## src/design/assert_macros.svh

```systemverilog
// Assertion helper macros for the design folder.
`ifndef ASSERT_MACROS_SVH
`define ASSERT_MACROS_SVH

// Check a property at every clock edge, outside of reset.
`define ASSERT_CLK(label, clk, rst, prop, msg) \
   label: assert property (@(posedge clk) disable iff (rst) (prop)) else $error(msg);

// Check a property at every clock edge, reset included.
`define ASSERT_ALWAYS(label, clk, prop, msg) \
   label: assert property (@(posedge clk) (prop)) else $error(msg);

`endif

```

## src/design/gdc_pkg.sv

```systemverilog
// ----------------------------------------------------------------------------
// gdc_pkg: shared types for the depth-first component walker
// Holds the request and result payload structs and the request codes.
// ----------------------------------------------------------------------------
package gdc_pkg;

   localparam logic REQ_LOAD = 1'b0;
   localparam logic REQ_RUN  = 1'b1;

   typedef struct packed {
      logic       req_type;
      logic [5:0] edge_from;
      logic [5:0] edge_to;
      logic [6:0] vertex_count;
   } req_type_type;

   typedef struct packed {
      logic [5:0] vertex_id;
      logic       new_component;
      logic [5:0] component_index;
      logic       bad_input;
      logic       last_result;
   } rsp_type_type;

endpackage

```

## src/design/gdc_rsp_buf.sv

```systemverilog
// ----------------------------------------------------------------------------
// gdc_rsp_buf: result output register
// One-entry output register between the walker and the result channel.
// ----------------------------------------------------------------------------
module gdc_rsp_buf (
   input  logic                  clock,
   input  logic                  reset,
   input  logic                  push,
   input  gdc_pkg::rsp_type_type push_data,
   output logic                  full,
   output logic                  rsp_valid,
   input  logic                  rsp_stall,
   output gdc_pkg::rsp_type_type rsp_data
);

   logic                  valid_ff, valid_in;
   gdc_pkg::rsp_type_type data_ff;

   always_comb begin
      valid_in = valid_ff;
      if (valid_ff && !rsp_stall) valid_in = 1'b0;
      if (push) valid_in = 1'b1;
   end

   always_ff @(posedge clock) begin
      if (reset) valid_ff <= 1'b0;
      else valid_ff <= valid_in;
      if (push) data_ff <= push_data;
   end

   assign full      = valid_ff;
   assign rsp_valid = valid_ff;
   assign rsp_data  = data_ff;

endmodule

```

## config.mk

```make
export PLATFORM = sky130hd
export DESIGN_NAME = gdc_rsp_buf
export DESIGN_NICKNAME = d
export VERILOG_FILES = /design/src/design/assert_macros.svh /design/src/design/gdc_pkg.sv /design/src/design/gdc_rsp_buf.sv
export SDC_FILE = /design/constraint.sdc
export NUM_CORES = 1
export LEC_CHECK = 0
export ABC_AREA = 1
export BUFFER_PORTS_ARGS = -buffer_cell sky130_fd_sc_hd__buf_2
export CORE_MARGIN = 1
export CORE_UTILIZATION = 37
export DETAILED_ROUTE_END_ITERATION = 8
export GPL_ROUTABILITY_DRIVEN = 0
export MAX_ROUTING_LAYER = met4
export PLACE_DENSITY = 0.74
export SYNTH_ARGS = -nofsm -noshare
export SYNTH_HDL_FRONTEND = slang
export SYNTH_SLANG_ARGS = --single-unit
export TNS_END_PERCENT = 5
```

## constraint.sdc

```tcl
create_clock -name clock -period 0.8 [get_ports clock]
set_input_delay 0.2 -clock clock [delete_from_list [all_inputs] [get_ports clock]]
set_output_delay 0.2 -clock clock [all_outputs]
set_load 0.01 [all_outputs]
```

== After elaboration in Yosys (flattened, before gate mapping) ==
Index checks and enable logic that the tools add are counted.

* Register bits: 16
* Bits of input ports: 19
* Output and inout bits: 17
* Logic and storage cells: 11

* Muxes and demuxes: 2
* Reduce and logical (&&, ||, !) cells: 3

{| class="wikitable"
|+ Operator list
! kind !! count
|-
| 2-to-1 mux 1 bit || 2
|-
| nonzero test 2 bit || 1
|-
| logical AND 1 bit || 1
|-
| logical NOT 1 bit || 1
|}

== Logic depth before layout (Yosys ltp) ==
Gate-level depths: netlist (run 1).

* Depth after elaboration: 4
* Gate-level depth with buffers: 2
* Gate-level depth less buffers: 2

== Worst setup path after synthesis (run 1) ==
OpenSTA, ideal clock, no wires.

* Path kind: flip-flop to output port
* From: reg valid_ff, in the netlist full
* To: out rsp_valid
* Data arrival time: 506 ps
* Required time: 600 ps
* Slack: 94 ps
* Stages on the path, launching flop included: 2
* Path buffers: 1
* Path through: dfxtp_1 > buf_4

{| class="wikitable"
|+ RTL lines
! what !! RTL line !! RTL
|-
| from (decl) || gdc_rsp_buf.sv:16 || <nowiki>logic valid_ff, valid_in;</nowiki>
|-
| from (signal assigned) || gdc_rsp_buf.sv:27 || <nowiki>else valid_ff <= valid_in;</nowiki>
|-
| to (decl) || gdc_rsp_buf.sv:11 || <nowiki>output logic rsp_valid,</nowiki>
|}

No word-level cell between the ends.

== Final worst setup path (run 1) ==
* From: reg data_ff, in the netlist rsp_data[11]
* To: out rsp_data[11] (netlist bit)

{| class="wikitable"
|+ RTL lines
! what !! RTL line !! RTL
|-
| from (decl) || gdc_rsp_buf.sv:17 || <nowiki>gdc_pkg::rsp_type_type data_ff;</nowiki>
|-
| from (signal assigned) || gdc_rsp_buf.sv:28 || <nowiki>if (push) data_ff <= push_data;</nowiki>
|-
| to (decl) || gdc_rsp_buf.sv:13 || <nowiki>output gdc_pkg::rsp_type_type rsp_data</nowiki>
|}

No word-level cell between the ends.

==> flow_summary.toml, run 1 <==
[critical_path]
cp-end-kind = "output port"
crit_slowest_cell = "edfxtp_1"
slowest_delay_ns = 0.39
cp-startpoint = "rsp_data[11]"
crit_type = "flip-flop to output port"
crit_chain = "buf_2"
reg2reg_from = "full"
worstPathMaxFanout = 1
cp.buffers_inverters = 1
cp.required_ns = 0.60
cp.arrival_ns = 0.81
cpLargestDelayFamily = "flip-flops"
startpoint_type = "flip-flop"

[sta]
fin_crit_sh = 1.26
rsz0062_at_grt = "yes"
slew_viol_final = 0
fmax_ghz = 0.992
finalClockSkew_ns = 0
fin_tns_setup_ns = -3.00
tightest_slew_ns = 0.331
hold_violations = 0
worst_slack_ns = -0.208
setup_viol = 17
relSlewSlack = 0.779
min_period_ns = 1.01

[flow_run]
max_cap_violations = 0

[clock_tree]
holdBufCountCts = 0
post-cts-setup-buffer-count = 0
htreeDepth = 1
root_buffer = "clkbuf_4"
clock-sinks = 16
cts_tree = "yes"
clk_pin_slew_worst_paths_ns = 0.09
clock_path_buffers = 2
clk-insertion-delay-late_ns = 0.27
cts_made_buffers = 3

[floorplanning]
row_count = 12
io_pins = 36
die_y_um = 38.5
core_sq_mm = 0.00117
die_w_um = 38.5
start_util = 0.422
fp.dieArea_sq_mm = 0.00149

[finish]
syn2layout_area_growth_pct = 44.3
final_core_utilization = 0.609
nets = 78
drive_above_1_share = 0.690
stdcell_count = 72
diodes = 0

[power]
vdd_drop_max_mv = 1.24
p_int_mw = 1.25
p_per_area_mw_per_mm2 = 2200
p_sw_frac = 0.206
p_leak_nw = 0.320
comb_power_share = 0.103
clkPwrFrac = 0.258
switching_power_mw = 0.323
p_seq_frac = 0.639

[drt]
ant_nets = 0
drt-initial-drc-count = 2
dr.pass1.iters = 2
dr_total_vias = 302
drc = 0
avgRoutedWirePerCell_um = 10.7
routed_via_density = 4.19
routed_wirelength_um = 771

[min_path]
hold_class = "input port to flip-flop"
min-delay-start = "reset"

[yosys]
synthTopCellsByArea = "edfxtp_1 (91%), dfxtp_1 (4.1%), a21oi_2 (1.8%)"
synth_edf_count = 15
ys_warn_count = 0
synth-main-ff-cell = "edfxtp_1"
synthCells = 20
yosysUniqueCellTypes = 6
synthesis.nets = 39
synthArstFlopShare = 0
synth_top_area_frac = 0.911
yosys.area.top_type = "edfxtp_1"
ys_seq_area_frac = 0.952
yosysMostFrequentCell = "edfxtp_1"
netlist_area_sq_um = 494
ys_seq_elements = 16
synth.avg_cell_area_sq_um = 24.7

[global_routing]
grt_use_total = 0.120
grt_remaining_overflow = 0
grt_pass1_wl_um = 1080
grt_max_degree = 17
grt_pass1_vias = 278
antenna_found_initial = 0

[run_status]
violations = "negative setup slack"
outcome = "finished, violations left"

[placed_design]
placed_cells = 68
portBuffers = 35
dp_slack_ns = -0.0480
-- cell families (layout without fill, tap and decap cells) --
| family | count (synthesis) | count (layout) | share of synthesized area |
|---|---|---|---|
| flops | 16 | 16 | 0.952 |
| compound gates | 1 | 1 | 0.0177 |
| buf+inv | 2 | 40 | 0.0228 |
| simple gates | 1 | 1 | 0.00759 |
-- final cells by class --
class	instances	area, sq um
Sequential cell	16	472
Fill cell	105	458
Timing Repair Buffer	35	181
Clock buffer	3	22.5
Tap cell	14	17.5
Multi-Input combinational cell	2	12.5
Clock inverter	1	3.75
Inverter	1	3.75
-- path summary, 6_finish.rpt --
kind	to	slack, ns	cells after the start
worst max-delay path	rsp_data[11]	-0.21	1
worst min-delay path	full	0.06	2
worst max register to register	full	0.24	2
worst min register to register	full	0.47	2
-- worst reg2reg max path, stage by stage (launching register included) --
cell	delay (ns)
dfxtp_2	0.35
nand2_1	0.06
a21oi_2	0.10
-- layer usage --
| layer | vias up | wire length [um] | part of all wire | track usage |
|---|---|---|---|---|
| met5 | - | 0 | 0 | - |
| met4 | 0 | 0 | 0 | 0.0517 |
| met3 | 0 | 64 | 0.083 | 0.0523 |
| met2 | 21 | 437 | 0.57 | 0.208 |
| met1 | 130 | 270 | 0.35 | 0.115 |
| li1 | 151 | - | - | - |
-- flip-flops by register name, indices dropped and copies added (netlist names) --
signal,cells
rsp_data,15
full,1
-- metrics by stage --
stage | hold slack (ns) | total power, mW | area, sq um
floorplan | 0.262 | 1.07 | 494
global placement | 0.362 | 1.18 | 679
detailed placement | 0.360 | 1.18 | 679
CTS | 0.0526 | 1.59 | 707
global route | 0.0608 | 1.65 | 713
finish | 0.0640 | 1.57 | 713
-- layout by cell type, fill, tap and decap left out --
master,netlist,layout
a21oi_2,1,1
buf_6,0,1
nand2_1,1,1
buf_2,0,34
inv_1,1,1
edfxtp_1,15,15
clkinv_1,0,1
dfxtp_2,0,1
clkbuf_4,0,3
-- power groups by stage --
stage | Combinational, mW | Sequential [mW] | Clock, mW
after global placement | 0.158 | 1.02 | 0
final | 0.161 | 1.00 | 0.405
after CTS | 0.161 | 1.00 | 0.427
after floorplan | 0.0111 | 1.06 | 0
after detailed placement | 0.161 | 1.02 | 0
after global routing | 0.176 | 1.01 | 0.467
-- timing repair --
action	4_1_cts	5_1_grt
hold endpoints to repair	0	0
resized for setup	1	1
setup endpoints to repair	17	17
gates cloned	0	0
Power figures use the tool's default switching activity.
==> run 2, diff against run 1 <==
--- a/config.mk
+++ b/config.mk
@@ -5,14 +5,13 @@
 export SDC_FILE = /design/constraint.sdc
 export NUM_CORES = 1
 export LEC_CHECK = 0
-export ABC_AREA = 1
 export BUFFER_PORTS_ARGS = -buffer_cell sky130_fd_sc_hd__buf_2
 export CORE_MARGIN = 1
-export CORE_UTILIZATION = 37
+export CORE_UTILIZATION = 36
 export DETAILED_ROUTE_END_ITERATION = 8
 export GPL_ROUTABILITY_DRIVEN = 0
 export MAX_ROUTING_LAYER = met4
-export PLACE_DENSITY = 0.74
+export PLACE_DENSITY = 0.73
 export SYNTH_ARGS = -nofsm -noshare
 export SYNTH_HDL_FRONTEND = slang
 export SYNTH_SLANG_ARGS = --single-unit
==> run 2 against run 1 <==
- the run still ends with negative setup slack left
- first-iteration DRC count unchanged
- critical path depth is the same
- non-clock buffer count did not move
- register-to-register slack lost 0.05 ns
- count of clock-buffer cells in the layout grew 1
- maximum frequency rose by 2.7%
- synthesized cell count down 5.0%
- global-route usage fell by 3.2 points
- sequential cell count unchanged
- combinational power hardly changed
- worst setup slack improved by 0.027 ns
- die area increased by 1.2%
- critical path type unchanged
- largest cell class unchanged
- largest power group unchanged
- highest routed layer unchanged
==> flow_summary.toml, run 2 <==
[finish]
largest_reg_flops = 15
final_common_cell = "buf_2"
drive_above_1_share = 0.702
nets = 77
final_cell_mix = "buf_2 (33), edfxtp_1 (15), clkbuf_4 (3)"
diodes = 0
syn2layout_area_growth_pct = 48.3
fill_cells = 91
final_core_utilization = 0.609

[global_routing]
grt_pass1_vias = 214
grt_remaining_overflow = 0
grt_pass1_wl_um = 841
antenna_found_initial = 0
grt_max_degree = 17
grt_use_total = 0.0879

[clock_tree]
clock_path_buffers = 2
clk_pin_slew_worst_paths_ns = 0.08
clock-sinks = 16
cts_made_buffers = 3
cts_tree = "yes"
clk-insertion-delay-late_ns = 0.26
htreeDepth = 1
root_buffer = "clkbuf_4"

[power]
p_int_mw = 1.34
p_seq_frac = 0.607
vdd_drop_max_mv = 2.18
p_leak_nw = 0.322
switching_power_mw = 0.304
p_per_area_mw_per_mm2 = 2280
clkPwrFrac = 0.295
p_sw_frac = 0.184
power.total_mw = 1.65
comb_power_share = 0.098

[yosys]
synth_compound_area_frac = 0.0103
yosysUniqueCellTypes = 5
yosys.area_share.simple = 0.00771
ys_seq_elements = 16
synth_top_area_frac = 0.925
synth_top_family_by_area = "buffers and inverters"
synth-main-ff-cell = "edfxtp_1"
synthArstFlopShare = 0
synth_top_cells_by_count = "edfxtp_1 (15), a21oi_1 (1), buf_4 (1), dfxtp_1 (1), nor2_1 (1)"
yosysMostFrequentCell = "edfxtp_1"
synthTopCellsByArea = "edfxtp_1 (93%), dfxtp_1 (4.1%), buf_4 (1.5%)"
synth.avg_cell_area_sq_um = 25.6
ys_seq_area_frac = 0.967
netlist_area_sq_um = 487
ys_warn_count = 0
synthCells = 19
synthMuxAreaShare = 0
synthesis.nets = 38
synth-xor-area-share = 0
synth_edf_count = 15
yosys.area.top_type = "edfxtp_1"
yosys.area_share.adder = 0

[sta]
slew_viol_final = 0
rsz0062_at_grt = "yes"
worst_slack_ns = -0.182
fin_crit_sh = 1.23
relSlewSlack = 0.789
hold_violations = 0
setup_viol = 17
min_period_ns = 0.982
fmax_ghz = 1.02
fin_tns_setup_ns = -2.75
finalClockSkew_ns = 0
whs_ns = 0.0770
tightest_slew_ns = 0.317

[placed_design]
portBuffers = 35

[drt]
drt-initial-drc-count = 2
routed_wirelength_um = 631
avgRoutedWirePerCell_um = 8.89
drc = 0
dr_total_vias = 288
ant_nets = 0
dr.pass1.iters = 3
routed_via_density = 4.06

[critical_path]
cp.arrival_ns = 0.78
crit_chain = "buf_2"
slowest_delay_ns = 0.37
cp-end-kind = "output port"
cpLargestDelayFamily = "flip-flops"
crit_slowest_cell = "edfxtp_1"
worstPathMaxFanout = 1
cp.buffers_inverters = 1
crit_type = "flip-flop to output port"
startpoint_type = "flip-flop"
cp.required_ns = 0.60

[run_status]
violations = "negative setup slack"
outcome = "finished, violations left"

[floorplanning]
die_y_um = 38.8
row_count = 12
start_util = 0.410
core_sq_mm = 0.00119
die_w_um = 38.8
fp.dieArea_sq_mm = 0.00150
io_pins = 36

[flow_run]
max_cap_violations = 0

[min_path]
hold_class = "input port to flip-flop"
run 2: stage by stage:
stage	worst slack, ns	instance area, sq um	std cells
5_1_grt	-0.237	722	71
3_3_place_gp	-0.0267	672	67
4_1_cts	-0.199	709	71
6_report	-0.182	722	71
2_1_floorplan	0.0934	487	19
3_5_place_dp	-0.0406	672	67
run 2: cells by family (layout without fill, tap and decap cells):
family,Yosys count,in the layout
and+or+nand+nor,1,1
buffers and inverters,1,39
AOI/OAI and AO/OA,1,1
DFF,16,16
run 2: path summary, 6_finish.rpt:
| path | cells past startpoint | start | to | slack [ns] |
|---|---|---|---|---|
| worst max-delay path | 1 | rsp_data[12] | rsp_data[12] | -0.18 |
| worst min-delay path | 2 | reset | full | 0.08 |
| worst max register to register | 2 | full | full | 0.19 |
| worst min register to register | 2 | full | full | 0.53 |
run 2: cell type report:
type | count | area, sq um | share of cell area
Clock buffer | 4 | 36.3 | 0.0503
Multi-Input combinational cell | 2 | 8.76 | 0.0121
Timing Repair Buffer | 35 | 188 | 0.260
Tap cell | 14 | 17.5 | 0.0243
Sequential cell | 16 | 472 | 0.653
run 2: power by group through the flow:
stage / registers (mW) / logic, mW / clock network, mW
2_1_floorplan: 1.06 / 0.00893 / 0
3_3_place_gp: 1.02 / 0.155 / 0
3_5_place_dp: 1.02 / 0.158 / 0
4_1_cts: 1.00 / 0.158 / 0.511
5_1_grt: 1.00 / 0.178 / 0.553
6_report: 1.00 / 0.162 / 0.485
run 2: repair_timing:
action                                  CTS  global route
setup buffers                             0             0
endpoints found under the setup margin   17            17
resized for setup                         1             2
hold buffers                              0             0
run 2: routing by layer:
metal,GRT usage,vias to the layer above,share of wire
met4,0,0,0
met2,0.146,25,0.44
met3,0.0520,0,0.13
met1,0.0977,115,0.43
met5,-,-,0
li1,-,148,-
